--- src/hdl/key_value_line_tokenizer_top_defines.svh ---
// Assertion macros for the key/value line tokenizer.
// Used by the top level only; needs clock and reset in scope.
`ifndef KEY_VALUE_LINE_TOKENIZER_TOP_DEFINES_SVH
`define KEY_VALUE_LINE_TOKENIZER_TOP_DEFINES_SVH

// Same-cycle implication, checked at every rising clock edge outside reset.
`define KVLT_ASSERT_SAME(lbl, ante, cons, msg) \
   lbl: assert property (@(posedge clock) disable iff (reset) (ante) |-> (cons)) \
      else $error(msg);

// Next-cycle implication.
`define KVLT_ASSERT_NEXT(lbl, ante, cons, msg) \
   lbl: assert property (@(posedge clock) disable iff (reset) (ante) |=> (cons)) \
      else $error(msg);

`endif

--- src/hdl/kvlt_pkg.sv ---
// Shared types, constants and byte classifiers for the key/value line tokenizer.
// No dependencies.
package kvlt_pkg;

   localparam int OFFSET_BITS = 16;
   localparam int FIELD_BITS  = 16;
   localparam int REQ_DATA_BITS = 8;
   localparam int RSP_DATA_BITS = 88;
   localparam int FIFO_DEPTH = 4;
   localparam int FIFO_AW    = 2;

   typedef logic [OFFSET_BITS-1:0] offset_type;
   typedef logic [FIELD_BITS-1:0]  field_type;

   localparam offset_type POS_MAX   = {OFFSET_BITS{1'b1}};
   localparam field_type  COUNT_MAX = {FIELD_BITS{1'b1}};

   localparam logic [7:0] CH_NUL    = 8'h00;
   localparam logic [7:0] CH_TAB    = 8'h09;
   localparam logic [7:0] CH_LF     = 8'h0A;
   localparam logic [7:0] CH_CR     = 8'h0D;
   localparam logic [7:0] CH_SPACE  = 8'h20;
   localparam logic [7:0] CH_HASH   = 8'h23;
   localparam logic [7:0] CH_COLON  = 8'h3A;
   localparam logic [7:0] CH_EQUAL  = 8'h3D;
   localparam logic [7:0] CH_LBRACK = 8'h5B;

   localparam logic KIND_PAIR    = 1'b0;
   localparam logic KIND_SUMMARY = 1'b1;

   // One queue entry: an optional pair followed by an optional summary.
   typedef struct packed {
      logic       has_pair;
      logic       has_sum;
      offset_type key_start;
      offset_type key_end;
      offset_type value_start;
      offset_type value_end;
      field_type  pair_count;
      logic       empty_res;
      logic       too_long;
   } entry_type;

   typedef struct packed {
      logic full;
      logic empty;
   } fifo_status_type;

   // Whitespace (TAB through CR, space), ':' or '='.
   function automatic logic is_sep(input logic [7:0] c);
      is_sep = (c == CH_SPACE) || (c >= CH_TAB && c <= CH_CR) ||
               (c == CH_COLON) || (c == CH_EQUAL);
   endfunction

   function automatic logic is_eol(input logic [7:0] c);
      is_eol = (c == CH_CR) || (c == CH_LF);
   endfunction

endpackage

--- src/hdl/key_value_line_tokenizer_top.sv ---
// Key/value line tokenizer: scanner, result queue and output stage.
// Depends on kvlt_pkg, kvlt_front, kvlt_queue, kvlt_back and the defines header.
//
// Usage:
//   Input channel (req_*): one text byte per item in req_tdata[7:0];
//   req_tlast high marks end of text (no byte carried). A zero byte also
//   ends the text. Bytes are taken one per cycle while the queue is not full.
//   Result channel (rsp_*): rsp_tuser is the kind (0 pair, 1 summary);
//   rsp_tlast marks the last result caused by one input item. Each pair
//   is reported when its value ends (at '#', CR, LF or end of text); end
//   of text yields an optional closing pair and then the summary.
//   Each result is written into the queue and then loaded into the
//   output register, from which it leaves.
//   Throughput: one byte per cycle while the queue is not full; an
//   end-of-text item with an open value fills the output register twice,
//   first with the pair and then with the summary.
//   Stall: when the receiver holds rsp_tready low, results collect in a
//   four-entry queue; req_tready drops only when that queue is full.
//   Reset: synchronous, active high; clears the scan state, offsets,
//   pair count, queue and output valid flag. No clearing pass is needed.
`include "key_value_line_tokenizer_top_defines.svh"

module key_value_line_tokenizer_top (
   input  logic                                 clock,
   input  logic                                 reset,
   input  logic                                 req_tvalid,
   output logic                                 req_tready,
   // req_tdata: [7:0] ch
   input  logic [kvlt_pkg::REQ_DATA_BITS-1:0]   req_tdata,
   // req_tlast: end_of_text
   input  logic                                 req_tlast,
   output logic                                 rsp_tvalid,
   input  logic                                 rsp_tready,
   // rsp_tdata: [15:0] key_start, [31:16] key_end, [47:32] value_start,
   //            [63:48] value_end, [79:64] pair_count, [80] empty_res,
   //            [81] too_long, [87:82] zero
   output logic [kvlt_pkg::RSP_DATA_BITS-1:0]   rsp_tdata,
   // rsp_tuser: kind
   output logic                                 rsp_tuser,
   // rsp_tlast: final_res
   output logic                                 rsp_tlast
);

   logic                      push;
   logic                      pop;
   kvlt_pkg::entry_type       push_entry;
   kvlt_pkg::entry_type       head;
   kvlt_pkg::fifo_status_type fifo_status;

   // Classify bytes and update the scan state; queue any results.
   kvlt_front u_front (
      .clock       (clock),
      .reset       (reset),
      .req_tvalid  (req_tvalid),
      .req_tready  (req_tready),
      .req_tdata   (req_tdata),
      .req_tlast   (req_tlast),
      .fifo_status (fifo_status),
      .push        (push),
      .push_entry  (push_entry)
   );

   // Decouple the scanner from output stalls.
   kvlt_queue u_queue (
      .clock      (clock),
      .reset      (reset),
      .push       (push),
      .push_entry (push_entry),
      .pop        (pop),
      .head       (head),
      .status     (fifo_status)
   );

   // Expand entries into pair and summary items.
   kvlt_back u_back (
      .clock       (clock),
      .reset       (reset),
      .head        (head),
      .fifo_status (fifo_status),
      .pop         (pop),
      .rsp_tvalid  (rsp_tvalid),
      .rsp_tready  (rsp_tready),
      .rsp_tdata   (rsp_tdata),
      .rsp_tuser   (rsp_tuser),
      .rsp_tlast   (rsp_tlast)
   );

   // A summary carries zero offsets and always closes its input's results.
   `KVLT_ASSERT_SAME(a_summary_shape, rsp_tvalid && rsp_tuser == kvlt_pkg::KIND_SUMMARY, rsp_tlast && rsp_tdata[63:0] == 64'b0, "summary with offsets or without last")
   // A pair never claims an empty text.
   `KVLT_ASSERT_SAME(a_pair_not_empty, rsp_tvalid && rsp_tuser == kvlt_pkg::KIND_PAIR, !rsp_tdata[80], "pair result with empty flag")
   // Never write into a full queue.
   `KVLT_ASSERT_SAME(a_no_overflow, push, !fifo_status.full, "push into full queue")
   // End of text always leaves a summary entry behind.
   `KVLT_ASSERT_NEXT(a_eot_queued, req_tvalid && req_tready && req_tlast, !fifo_status.empty, "end of text not queued")

endmodule

--- src/hdl/kvlt_front.sv ---
// Front part: accepts text bytes, runs the line scanner, queues results.
// Depends on kvlt_pkg.
module kvlt_front (
   input  logic                                   clock,
   input  logic                                   reset,
   input  logic                                   req_tvalid,
   output logic                                   req_tready,
   input  logic [kvlt_pkg::REQ_DATA_BITS-1:0]     req_tdata,
   input  logic                                   req_tlast,
   input  kvlt_pkg::fifo_status_type              fifo_status,
   output logic                                   push,
   output kvlt_pkg::entry_type                    push_entry
);

   typedef enum logic [4:0] {
      MODE_IDLE    = 5'b00001,
      MODE_COMMENT = 5'b00010,
      MODE_KEY     = 5'b00100,
      MODE_SEP     = 5'b01000,
      MODE_VALUE   = 5'b10000
   } mode_type;

   mode_type             mode_ff, mode_in;
   kvlt_pkg::offset_type pos_ff, pos_in;
   kvlt_pkg::offset_type ks_ff, ks_in;
   kvlt_pkg::offset_type ke_ff, ke_in;
   kvlt_pkg::offset_type vs_ff, vs_in;
   kvlt_pkg::offset_type ts_ff, ts_in;
   logic                 tseen_ff, tseen_in;
   kvlt_pkg::field_type  pairs_ff, pairs_in;
   logic                 ovf_ff, ovf_in;

   logic                 accept;
   logic                 eot;
   logic                 at_max;
   logic                 ovf_cur;
   logic [7:0]           ch;
   kvlt_pkg::field_type  pairs_inc;

   assign req_tready = !fifo_status.full;
   assign accept     = req_tvalid && req_tready;
   assign ch         = req_tdata[7:0];
   assign eot        = req_tlast || (ch == kvlt_pkg::CH_NUL);
   assign at_max     = (pos_ff == kvlt_pkg::POS_MAX);
   assign ovf_cur    = ovf_ff || at_max;
   assign pairs_inc  = (pairs_ff == kvlt_pkg::COUNT_MAX) ? pairs_ff
                                                          : pairs_ff + 1'b1;

   always_comb begin
      mode_in    = mode_ff;
      pos_in     = pos_ff;
      ks_in      = ks_ff;
      ke_in      = ke_ff;
      vs_in      = vs_ff;
      ts_in      = ts_ff;
      tseen_in   = tseen_ff;
      pairs_in   = pairs_ff;
      ovf_in     = ovf_ff;
      push       = 1'b0;
      push_entry = '0;
      push_entry.key_start   = ks_ff;
      push_entry.key_end     = ke_ff;
      push_entry.value_start = vs_ff;
      if (accept) begin
         if (eot) begin
            // close an open value, then summarize and start a new text
            push = 1'b1;
            push_entry.has_sum  = 1'b1;
            push_entry.too_long = ovf_ff;
            if (mode_ff == MODE_VALUE) begin
               push_entry.has_pair   = 1'b1;
               push_entry.value_end  = tseen_ff ? ts_ff : pos_ff;
               push_entry.pair_count = pairs_inc;
            end else begin
               push_entry.pair_count = pairs_ff;
            end
            push_entry.empty_res = (push_entry.pair_count == '0);
            mode_in  = MODE_IDLE;
            pos_in   = '0;
            ks_in    = '0;
            ke_in    = '0;
            vs_in    = '0;
            ts_in    = '0;
            tseen_in = 1'b0;
            pairs_in = '0;
            ovf_in   = 1'b0;
         end else begin
            // the byte offset is pos_ff; hold it at the maximum
            pos_in = at_max ? pos_ff : pos_ff + 1'b1;
            ovf_in = ovf_cur;
            unique case (mode_ff)
               MODE_COMMENT: begin
                  if (kvlt_pkg::is_eol(ch)) mode_in = MODE_IDLE;
               end
               MODE_KEY: begin
                  if (ch == kvlt_pkg::CH_HASH) begin
                     mode_in = MODE_COMMENT;
                  end else if (kvlt_pkg::is_eol(ch)) begin
                     mode_in = MODE_IDLE;
                  end else if (kvlt_pkg::is_sep(ch)) begin
                     ke_in   = pos_ff;
                     mode_in = MODE_SEP;
                  end
               end
               MODE_SEP: begin
                  if (kvlt_pkg::is_eol(ch)) begin
                     mode_in = MODE_IDLE;
                  end else if (ch == kvlt_pkg::CH_HASH) begin
                     mode_in = MODE_COMMENT;
                  end else if (!kvlt_pkg::is_sep(ch)) begin
                     vs_in    = pos_ff;
                     tseen_in = 1'b0;
                     ts_in    = '0;
                     mode_in  = MODE_VALUE;
                  end
               end
               MODE_VALUE: begin
                  if (ch == kvlt_pkg::CH_HASH || kvlt_pkg::is_eol(ch)) begin
                     push = 1'b1;
                     push_entry.has_pair   = 1'b1;
                     push_entry.value_end  = tseen_ff ? ts_ff : pos_ff;
                     push_entry.pair_count = pairs_inc;
                     push_entry.too_long   = ovf_cur;
                     pairs_in = pairs_inc;
                     mode_in  = (ch == kvlt_pkg::CH_HASH) ? MODE_COMMENT : MODE_IDLE;
                  end else if (tseen_ff) begin
                     if (!kvlt_pkg::is_sep(ch)) tseen_in = 1'b0;
                  end else if (kvlt_pkg::is_sep(ch)) begin
                     ts_in    = pos_ff;
                     tseen_in = 1'b1;
                  end
               end
               default: begin
                  mode_in = MODE_IDLE;
                  if (ch == kvlt_pkg::CH_HASH || ch == kvlt_pkg::CH_LBRACK) begin
                     mode_in = MODE_COMMENT;
                  end else if (!kvlt_pkg::is_sep(ch)) begin
                     ks_in   = pos_ff;
                     mode_in = MODE_KEY;
                  end
               end
            endcase
         end
      end
   end

   always_ff @(posedge clock) begin
      if (reset) begin
         mode_ff  <= MODE_IDLE;
         pos_ff   <= '0;
         ks_ff    <= '0;
         ke_ff    <= '0;
         vs_ff    <= '0;
         ts_ff    <= '0;
         tseen_ff <= 1'b0;
         pairs_ff <= '0;
         ovf_ff   <= 1'b0;
      end else begin
         mode_ff  <= mode_in;
         pos_ff   <= pos_in;
         ks_ff    <= ks_in;
         ke_ff    <= ke_in;
         vs_ff    <= vs_in;
         ts_ff    <= ts_in;
         tseen_ff <= tseen_in;
         pairs_ff <= pairs_in;
         ovf_ff   <= ovf_in;
      end
   end

endmodule

--- src/hdl/kvlt_queue.sv ---
// Short result queue between the scanner and the output stage.
// Depends on kvlt_pkg.
module kvlt_queue (
   input  logic                      clock,
   input  logic                      reset,
   input  logic                      push,
   input  kvlt_pkg::entry_type       push_entry,
   input  logic                      pop,
   output kvlt_pkg::entry_type       head,
   output kvlt_pkg::fifo_status_type status
);

   kvlt_pkg::entry_type        mem_ff [kvlt_pkg::FIFO_DEPTH];
   logic [kvlt_pkg::FIFO_AW-1:0] wr_ff, wr_in;
   logic [kvlt_pkg::FIFO_AW-1:0] rd_ff, rd_in;
   logic [kvlt_pkg::FIFO_AW:0]   count_ff, count_in;
   logic                       do_push;
   logic                       do_pop;

   assign status.full  = (count_ff == (kvlt_pkg::FIFO_AW+1)'(kvlt_pkg::FIFO_DEPTH));
   assign status.empty = (count_ff == '0);
   assign do_push      = push && !status.full;
   assign do_pop       = pop && !status.empty;
   assign head         = mem_ff[rd_ff];

   always_comb begin
      wr_in    = do_push ? wr_ff + 1'b1 : wr_ff;
      rd_in    = do_pop ? rd_ff + 1'b1 : rd_ff;
      count_in = count_ff;
      if (do_push && !do_pop) count_in = count_ff + 1'b1;
      if (do_pop && !do_push) count_in = count_ff - 1'b1;
   end

   always_ff @(posedge clock) begin
      if (do_push) mem_ff[wr_ff] <= push_entry;
   end

   always_ff @(posedge clock) begin
      if (reset) begin
         wr_ff    <= '0;
         rd_ff    <= '0;
         count_ff <= '0;
      end else begin
         wr_ff    <= wr_in;
         rd_ff    <= rd_in;
         count_ff <= count_in;
      end
   end

endmodule

--- src/hdl/kvlt_back.sv ---
// Back part: expands queue entries into result items in an output register.
// Depends on kvlt_pkg.
module kvlt_back (
   input  logic                                 clock,
   input  logic                                 reset,
   input  kvlt_pkg::entry_type                  head,
   input  kvlt_pkg::fifo_status_type            fifo_status,
   output logic                                 pop,
   output logic                                 rsp_tvalid,
   input  logic                                 rsp_tready,
   output logic [kvlt_pkg::RSP_DATA_BITS-1:0]   rsp_tdata,
   output logic                                 rsp_tuser,
   output logic                                 rsp_tlast
);

   logic                               valid_ff, valid_in;
   logic [kvlt_pkg::RSP_DATA_BITS-1:0] data_ff, data_in;
   logic                               user_ff, user_in;
   logic                               last_ff, last_in;
   logic                               pair_done_ff, pair_done_in;
   logic                               load;
   logic                               send_pair;

   assign load      = (!valid_ff || rsp_tready) && !fifo_status.empty;
   assign send_pair = head.has_pair && !pair_done_ff;

   always_comb begin
      data_in      = data_ff;
      user_in      = user_ff;
      last_in      = last_ff;
      pair_done_in = pair_done_ff;
      pop          = 1'b0;
      valid_in     = rsp_tready ? 1'b0 : valid_ff;
      if (load) begin
         valid_in = 1'b1;
         if (send_pair) begin
            user_in = kvlt_pkg::KIND_PAIR;
            last_in = !head.has_sum;
            data_in = {6'b0, head.too_long, 1'b0, head.pair_count,
                       16'(head.value_end), 16'(head.value_start),
                       16'(head.key_end), 16'(head.key_start)};
            // keep the entry when a summary still follows
            pop          = !head.has_sum;
            pair_done_in = head.has_sum;
         end else begin
            user_in = kvlt_pkg::KIND_SUMMARY;
            last_in = 1'b1;
            data_in = {6'b0, head.too_long, head.empty_res, head.pair_count, 64'b0};
            pop          = 1'b1;
            pair_done_in = 1'b0;
         end
      end
   end

   always_ff @(posedge clock) begin
      if (reset) begin
         valid_ff     <= 1'b0;
         pair_done_ff <= 1'b0;
      end else begin
         valid_ff     <= valid_in;
         pair_done_ff <= pair_done_in;
      end
   end

   always_ff @(posedge clock) begin
      data_ff <= data_in;
      user_ff <= user_in;
      last_ff <= last_in;
   end

   assign rsp_tvalid = valid_ff;
   assign rsp_tdata  = data_ff;
   assign rsp_tuser  = user_ff;
   assign rsp_tlast  = last_ff;

endmodule

--- config.mk ---
export PLATFORM = sky130hd
export DESIGN_NAME = key_value_line_tokenizer_top
export DESIGN_NICKNAME = d
export VERILOG_FILES = /design/src/hdl/kvlt_pkg.sv /design/src/hdl/key_value_line_tokenizer_top.sv /design/src/hdl/kvlt_front.sv /design/src/hdl/kvlt_queue.sv /design/src/hdl/kvlt_back.sv
export VERILOG_INCLUDE_DIRS = /design/src /design/src/hdl
export SDC_FILE = /design/constraint.sdc
export NUM_CORES = 1
export LEC_CHECK = 0
export BUFFER_PORTS_ARGS = -buffer_cell sky130_fd_sc_hd__buf_2
export CAP_MARGIN = 20
export CORE_MARGIN = 2
export CORE_UTILIZATION = 55
export DETAILED_ROUTE_END_ITERATION = 8
export PLACE_DENSITY = 0.77
export REMOVE_ABC_BUFFERS = 1
export SKIP_CTS_REPAIR_TIMING = 1
export SLEW_MARGIN = 40
export SYNTH_ARGS = -nofsm -noshare
export SYNTH_HDL_FRONTEND = slang
export SYNTH_SLANG_ARGS = --single-unit
--- constraint.sdc ---
create_clock -name clock -period 19.1 [get_ports clock]
set_clock_uncertainty 0.15 [all_clocks]
set_input_delay 0.955 -clock clock [delete_from_list [all_inputs] [get_ports clock]]
set_output_delay 0.955 -clock clock [all_outputs]
set_load 0.01 [all_outputs]
Word level (Yosys, flattened, before mapping)
Memories as Yosys holds them, arrays and structs flattened. A register that Yosys moved wholly into a read port is not among the register bits.
Index checks and enable logic that the tools add are counted.
{ "classes": {"n_addsub": 6, "n_lt_le_gt_ge": 2, "n_eq_ne": 30, "mux": 80, "n_reduce_logical": 44} }
{ "op_table": {"columns": ["cell", "count"], "rows": [
  ["$mux 16", 30],
  ["$mux 32", 3],
  ["$mux 5", 10],
  ["$mux 34", 1],
  ["$add 16x1->16 const B", 2],
  ["$eq 16x16->1 const B", 2],
  ["$eq 8x6->1 const B", 4],
  ["$pmux 16 s2", 1],
  ["$mux 1", 26],
  ["$pmux 5 s4", 1],
  ["$ne 3x2->1 const B", 6],
  ["$eq 8x4->1 const B", 2],
  ["$logic_not 16->1", 1],
  ["$reduce_and 5->1", 3],
  ["$reduce_bool 2->1", 7],
  ["$ne 2x1->1 const B", 6],
  ["$logic_or 1x1->1", 9],
  ["$mux 3", 3],
  ["$eq 8x7->1 const B", 1],
  ["$ge 8x4->1 const B", 1],
  ["$le 8x4->1 const B", 1],
  ["$logic_and 1x1->1", 8],
  ["$logic_not 8->1", 1],
  ["$mux 2", 4],
  ["22 further kinds", 29]
]} }
{ "word_totals": {"reg_bits": 202, "mem_bits_rw": 336, "in_bits": 13, "output_inout_bits": 92, "word_cells": 182, "n_memories": 1} }
{ "mem_list": {"columns": ["memory", "depth", "word_bits", "rd", "rd_clocked_by_memory_dff", "write_ports", "line_no", "text"], "rows": [
  ["u_queue.mem_ff", 4, 84, 1, 1, 1, "kvlt_queue.sv:13", "kvlt_pkg::entry_type mem_ff [kvlt_pkg::FIFO_DEPTH];"]
]} }

Depth between registers and ports, before layout
Gate-level depths: netlist of the first run.
{ "logic_depth": {"word_depth": 11, "ltp_mapped": 12, "mapped_depth_nobuf": 10} }

By module
Synthesis of the first run repeated with hierarchy kept, for this count alone.
{ "hier_totals": {"hier_cells": 1350, "hier_area_um2": 21439.3} }
{ "by_module_without_submodules": {"columns": ["module", "n_inst", "cells_each", "area_per_inst_um2", "seq_area_each_um2"], "rows": [
  ["kvlt_queue", 1, 492, 12588.3, 10269.8],
  ["kvlt_front", 1, 682, 5709.2, 2062.0],
  ["kvlt_back", 1, 176, 3141.8, 2562.5]
]} }

Worst setup path before layout of the first run
No wires, ideal clock.
{ "synth_timing": {"path_type": "input to register", "from": "input rsp_tready", "to": "register u_queue.count_ff[2] in the netlist's numbering", "setup_ns": 0.070, "arrival_time_ns": 6.643, "required_time_ns": 18.880, "slack_ns": 12.236, "stages": 8, "n_path_buf": 0, "path_cell_list": "inv_1 > a21oi_1 > and2_1 > ha_1 > fa_1 > xnor2_1 > or3_1 > a21oi_1"} }
{ "synth_via": {"elab_chain_cells": 7, "word_cells_on_any_way": 9, "cone_classes": "mux (2); reduce/logical (7)"} }
{ "synth_lines": {"columns": ["item", "line_no", "text"], "rows": [
  ["start: declaration", "key_value_line_tokenizer_top.sv:33", "input logic rsp_tready,"],
  ["$logic_or 1x1->1 (*)", "kvlt_back.sv:24", "assign load = (!valid_ff || rsp_tready) && !fifo_status.empty;"],
  ["$logic_and 1x1->1 (*)", "kvlt_back.sv:24", null],
  ["named net u_back.load", "kvlt_back.sv:21", "logic load;"],
  ["$mux 1 (*)", "kvlt_back.sv:34", "if (load) begin"],
  ["$logic_and 1x1->1 (*)", "kvlt_queue.sv:23", "assign do_pop = pop && !status.empty;"],
  ["named net u_queue.do_pop", "kvlt_queue.sv:18", "logic do_pop;"],
  ["$logic_not 1->1", "kvlt_queue.sv:30", "if (do_push && !do_pop) count_in = count_ff + 1'b1;"],
  ["$logic_and 1x1->1", "kvlt_queue.sv:30", null],
  ["$reduce_bool 2->1 (no line)", null, null],
  ["end signal: assignment", "kvlt_queue.sv:46", "count_ff <= count_in;"],
  ["end: declaration", "kvlt_queue.sv:16", "logic [kvlt_pkg::FIFO_AW:0] count_ff, count_in;"]
]} }
Mark *: on every way through the listed nets, which the timed path passes. The rest lies on a longest branch.
A chain may end at the register's enable or synchronous reset.

Worst setup path in the final report of the first run
{ "layout_timing": {"from": "input req_tdata[3] in the netlist's numbering", "to": "memory u_queue.mem_ff[2][30] in the netlist's numbering, enable pin"} }
{ "layout_via": {"elab_chain_cells": 10, "word_cells_on_any_way": 14, "cone_classes": "eq/ne (3); mux (6); reduce/logical (5)"} }
{ "layout_lines": {"columns": ["item", "line_no", "text"], "rows": [
  ["start: declaration", "key_value_line_tokenizer_top.sv:29", "input logic [kvlt_pkg::REQ_DATA_BITS-1:0] req_tdata,"],
  ["$eq 8x4->1", "kvlt_pkg.sv:56", "is_eol = (c == CH_CR) || (c == CH_LF);"],
  ["$logic_or 1x1->1", "kvlt_pkg.sv:56", null],
  ["$logic_or 1x1->1", "kvlt_front.sv:118", "if (ch == kvlt_pkg::CH_HASH || kvlt_pkg::is_eol(ch)) begin"],
  ["$mux 1", "kvlt_front.sv:118", null],
  ["$mux 1", "kvlt_front.sv:91", "unique case (mode_ff)"],
  ["$mux 1 (*)", "kvlt_front.sv:65", "if (eot) begin"],
  ["$mux 1 (*)", "kvlt_front.sv:64", "if (accept) begin"],
  ["$logic_and 1x1->1 (*)", "kvlt_queue.sv:22", "assign do_push = push && !status.full;"],
  ["$mux 1 (*)", "kvlt_queue.sv:35", "if (do_push) mem_ff[wr_ff] <= push_entry;"],
  ["$mux 1 (not written as such) (*)", "kvlt_queue.sv:35", null],
  ["end: declaration", "kvlt_queue.sv:13", null]
]} }
Mark *: on every way between the ends. The rest lies on a longest branch, timed or not.

==> results of run 1 <==
==> cells in the mapped netlist (3+ instances only) <==
cell type  count  area (um^2)
edfxtp_1     420        12600
dfxtp_1      114         2280
mux4_2        84         1890
nor2_1        81          304
and3_1        78          488
a22o_1        63          552
clkbuf_1      57          214
a21oi_1       33          165
nand2_1       25         93.8
nand3_1       25          125
mux2i_1       22          220
nand4_1       19          119
buf_2         18         90.1
xor2_1        16          140
inv_1         14         52.6
a311oi_1      13          114
buf_4         10         75.1
nor3_1        10         50.1
a211oi_1       9         67.6
and2_1         9         56.3
o21ai_1        9         45.0
buf_1          8         30.0
ha_1           7         87.6
o211ai_1       7         52.6
o21ai_0        7         35.0
and4_1         6         52.6
nand3b_1       6         45.0
xnor2_1        6         52.6
nor2b_1        5         31.3
or3_1          5         31.3
a31oi_1        4         25.0
nor3b_1        4         30.0
nor4_1         4         25.0
a21o_1         3         22.5
a41oi_1        3         26.3
and3b_1        3         26.3
==> worst max-delay path, stage by stage <==
cell       delay, ns
buf_2           0.14
nor4b_2         0.40
nand4_1         0.44
a2111oi_2       0.41
buf_4           0.27
nor2_2          0.17
nor2b_4         0.51
buf_8           0.27
buf_4           0.68
==> cells by family after synthesis <==
group / share of synthesized area, %
AO/OA/AOI/OAI: 6.70
adder cells (fa/ha/maj): 0.517
XOR/XNOR: 0.925
buffers and inverters: 2.32
multiplexers: 10.2
other: 0.0180
flip-flops: 71.5
AND/OR/NAND/NOR: 7.82
==> worst paths after layout <==
path / endpoint / slack, ns
setup / recovery: u_queue.mem_ff[2][30] / 14.85
hold / removal: u_front.ts_ff[0] / 0.33
setup reg to reg: u_queue.mem_ff[2][30] / 15.11
hold reg to reg: u_front.ts_ff[0] / 0.33
==> per-layer routing <==
layer | vias up | track usage, %
li1 | 5172 | -
met1 | 5925 | 30.8
met2 | 423 | 36.9
met3 | 83 | 3.63
met4 | 0 | 6.80
met5 | - | 0
==> per-stage QoR <==
stage,std cells,utilization (%)
2_1_floorplan,1164,-
3_3_place_gp,1792,58.1
3_5_place_dp,1800,58.5
4_1_cts,1894,62.9
5_1_grt,1895,63.0
6_report,1895,63.0
==> registers in the layout, summed over array words and instances, names as in the netlist, named ones only <==
register,count
u_back.pair_done_ff,1
u_back.rsp_tdata,82
u_back.rsp_tlast,1
u_back.rsp_tuser,1
u_back.rsp_tvalid,1
u_front.ke_ff,16
u_front.ks_ff,16
u_front.mode_ff,5
u_front.ovf_ff,1
u_front.pairs_ff,16
u_front.pos_ff,16
u_front.ts_ff,16
u_front.tseen_ff,1
u_front.vs_ff,16
u_queue.count_ff,3
u_queue.mem_ff,336
u_queue.rd_ff,2
u_queue.wr_ff,2
==> power breakdown <==
| part | total (uW) | internal, uW | switching, uW |
|---|---|---|---|
| clock | 986 | 568 | 418 |
| combinational | 619 | 263 | 356 |
| sequential | 1500 | 1440 | 57.4 |
==> final cells by class <==
cell class / instances / area, um^2
Clock inverter: 19 / 156
Fill cell: 2629 / 13900
Sequential cell: 534 / 14900
Multi-Input combinational cell: 616 / 5570
Timing Repair Buffer: 126 / 764
Clock buffer: 75 / 1520
Inverter: 14 / 52.6
Tap cell: 511 / 639
==> flow_summary.json, run 1 <==
{
  "status": "completed",
  "period_needed_ns": 4.25,
  "start_util_pct": 55.6,
  "synth_edf_count": 420,
  "worst_pin_slew_ns": 0.849,
  "ant_nets": 0,
  "drc": 0,
  "cp-start-kind": "input port",
  "p_per_area_nw_per_um2": 132,
  "synth_cell_type_count": 74,
  "cts_root_buf": "clkbuf_16",
  "setup_tns_ns": 0,
  "syn2layout_area_growth_pct": 13.3,
  "path_clk_slew_ns": 0.06,
  "vias": 11603,
  "grt.total_usage_pct": 22.3,
  "cp-startpoint": "req_tdata[3]",
  "syn_area_um2": 20800,
  "wl_met2_um": 21400,
  "synth-seq-area-share_pct": 71.5,
  "grt_max_degree": 67,
  "total_power_uw": 3100,
  "diodes": 0,
  "drv_cap": 0,
  "rr_startpoint": "u_queue.count_ff[0]",
  "chipHeight_um": 199,
  "wl_met3_um": 2800,
  "post-dp-hpwl_um": 26400,
  "gp_congestion": 0.900,
  "vdd_drop_max_uv": 70.8,
  "post_dp_cell_area_um2": 21900,
  "synth_seq_cells": 534,
  "grt_overflow_total": 0,
  "dr.pass1.iters": 5,
  "pin_count": 105,
  "ff2ff_path_depth": 8,
  "numCtsBuffers": 50,
  "avgViaCountPerCell": 6.12,
  "synthArstFlopShare_pct": 0,
  "final_common_cell": "edfxtp_1",
  "drive_gt1_share_pct": 22.9,
  "wl_um": 43400,
  "required_ns": 19.14,
  "path_max_fanout": 54,
  "holdWs_ns": 0.328,
  "fin_crit_sh_pct": 22.3,
  "end_kind": "flip-flop",
  "hold_class": "flip-flop to flip-flop",
  "core-area_um2": 37500,
  "ys.warnings.count": 0,
  "dp_slack_ns": 14.23,
  "dieWidth_um": 199,
  "slew_headroom_pct": 42.7,
  "holdPathStages": 1,
  "ctsHtreeMaxLevel": 2,
  "wl_per_cell_um": 22.9,
  "routed.top_layer": "met4",
  "rows": 71,
  "synthesis.area_per_instance_um2": 16.6,
  "finalMaxSlewViolations": 0,
  "crit_type": "input port to flip-flop",
  "wl_met1_um": 18000,
  "first_global_vias": 11449,
  "antenna_found_initial": 0,
  "nets": 1363,
  "cts.sink_count": 534,
  "insertion_delay_ns": 0.57,
  "grt_pass1_wl_um": 66500,
  "worstPathArrival_ns": 4.29,
  "fmax_mhz": 235,
  "leakage_uw": 0.00814,
  "yosys_most_used_dff": "edfxtp_1",
  "final_cell_mix": "edfxtp_1, dfxtp_1, buf_2",
  "drt_iter0_markers": 1119,
  "die_area_um2": 39400,
  "port_buffers": 98,
  "cts_tree": "built",
  "fin_area_um2": 23600,
  "fin_ws_ns": 14.85,
  "hold_violations": 0,
  "cts_buffer_depth": 3,
  "syn-instance-count": 1255,
  "setup_viol": 0,
  "worstHoldStart": "u_front.ts_ff[0]",
  "rsz0062_at_grt": "false"
}
Power figures use the tool's default switching activity.
==> run 2, diff against run 1 <==
PLACE_DENSITY = 0.8   (was 0.77)
clock period = 3.5 ns   (was 19.1 ns; I/O delays follow)
==> run 2 against run 1 <==
Compared with the run above:
- clock power grew to 5.3 times the previous value
- combinational power increased to 5.5 times the previous value
- utilization rose by 0.40 points
- total power rose to 5.4 times the previous value
- sequential power rose to 5.4 times the previous value
- global-route usage hardly changed
- flip-flop and latch count is the same
==> flow_summary.json, run 2 (same netlist as run 1, synthesis figures left out) <==
{
  "status": "completed",
  "drive_gt1_share_pct": 24.0,
  "critical_path.endpoint": "u_queue.mem_ff[2][1]",
  "numCtsBuffers": 50,
  "dr.pass1.iters": 5,
  "hold_violations": 0,
  "grt_pass1_wl_um": 66700,
  "worstHoldStart": "req_tdata[1]",
  "ant_nets": 0,
  "final_common_cell": "edfxtp_1",
  "chipHeight_um": 199,
  "leakage_uw": 0.00825,
  "regMostFlops": "u_queue.mem_ff",
  "rows": 71,
  "post_dp_cell_area_um2": 22100,
  "fin_area_um2": 23800,
  "path_cells": "ha_1, nand3_2, nor4_4, nor2_1, or3_1, a2111o_1, nor4_2",
  "final_cell_mix": "edfxtp_1, dfxtp_1, buf_2",
  "core-area_um2": 37500,
  "dieWidth_um": 199,
  "avgViaCountPerCell": 6.07,
  "path_clk_slew_ns": 0.06,
  "setup_viol": 0,
  "worstPathArrival_ns": 3.27,
  "cp-startpoint": "u_front.pairs_ff[0]",
  "cts_buffer_depth": 3,
  "wl_per_cell_um": 22.5,
  "cts.sink_count": 534,
  "drv_cap": 0,
  "rsz0062_at_grt": "false",
  "fmax_mhz": 325,
  "first_global_vias": 11681,
  "drc": 0,
  "die_area_um2": 39400,
  "finalMaxSlewViolations": 0,
  "cts_root_buf": "clkbuf_16",
  "grt_max_degree": 67,
  "end_kind": "flip-flop",
  "slew_headroom_pct": 43.1,
  "antenna_found_initial": 1,
  "insertion_delay_ns": 0.60,
  "ff2ff_path_depth": 7,
  "vias": 11688,
  "port_buffers": 98,
  "required_ns": 3.69,
  "post-dp-hpwl_um": 25100,
  "gp_congestion": 0.875,
  "crit_type": "flip-flop to flip-flop",
  "reg2reg_to": "u_queue.mem_ff[2][1]",
  "largest_reg_flops": 336,
  "grt_overflow_total": 0,
  "vdd_drop_max_uv": 880,
  "slowest_delay_ns": 0.47,
  "fin_ws_ns": 0.424,
  "crit_slowest_cell": "dfxtp_1",
  "wl_um": 43300,
  "hold_class": "input port to flip-flop",
  "worst_pin_slew_ns": 0.841,
  "ctsHtreeMaxLevel": 2,
  "cts_tree": "built",
  "path_max_fanout": 10,
  "cp-start-kind": "flip-flop",
  "grt.total_usage_pct": 22.4,
  "rr_startpoint": "u_front.pairs_ff[0]",
  "start_util_pct": 55.6,
  "nets": 1394,
  "pin_count": 105,
  "diodes": 0,
  "worst-r2r-setup-slack_ns": 0.42,
  "finalCoreUtilization_pct": 63.4,
  "p_per_area_nw_per_um2": 705,
  "period_needed_ns": 3.08,
  "fin_crit_sh_pct": 87.9,
  "drt_iter0_markers": 1042,
  "syn2layout_area_growth_pct": 14.1,
  "dp_slack_ns": 0.149
}
run 2: cell count changes in the layout (fill, tap and decap cells not counted), sizes merged:
cell,change
clkinv,+3
inv,-3
clkbuf,-1
dlygate4sd3,+3
buf,+28
run 2: per-stage QoR:
step	power [uW]	instances	setup TNS, ns	hold slack [ns]
3_3_place_gp	11700	1828	0	0.307
3_5_place_dp	11700	1828	0	0.315
5_1_grt	17500	1925	0	0.162
6_report	16700	1925	0	0.123
2_1_floorplan	9780	1164	-1418.72	0.0941
4_1_cts	16900	1921	0	-0.275
run 2: per-layer routing:
layer	GRT usage, %	share of wire (%)
met5	0	0
met4	5.97	2.0
met3	3.34	6.6
met2	38.0	50
met1	30.5	41
run 2: final cells by class:
cell class / instances / area, um^2
flip-flops and latches: 534 / 14900
well taps: 511 / 639
fillers: 2640 / 13700
clock buffers: 74 / 1420
clock inverters: 19 / 185
inverters: 14 / 52.6
repair buffers: 157 / 1030
multi-input cells: 616 / 5530
run 2: worst min path at each step:
stage                               to  slack [ns]  depth (start not counted)
global placement        u_front.ovf_ff        0.31                          2
CTS                  u_back.rsp_tvalid       -0.28                          4
detailed placement    u_front.ts_ff[3]        0.32                          1
global route        u_front.mode_ff[0]        0.16                          5
floorplan            u_back.rsp_tvalid        0.09                          1
finish              u_front.mode_ff[0]        0.12                          5
run 2: critical path: cells and delay by family, from the launching register on:
| kind | cells | cell delay [ns] |
|---|---|---|
| flip-flops | 1 | 0.47 |
| AND/OR/NAND/NOR | 5 | 1.46 |
| AO/OA/AOI/OAI | 1 | 0.44 |
| adder cells (fa/ha/maj) | 1 | 0.33 |
run 2: where the power goes:
group          switching, uW  internal (uW)  leakage (uW)
Clock                   2300           2910      0.000789
Sequential               281           7870       0.00492
Combinational           1940           1440       0.00254
Total                   4530          12200       0.00825
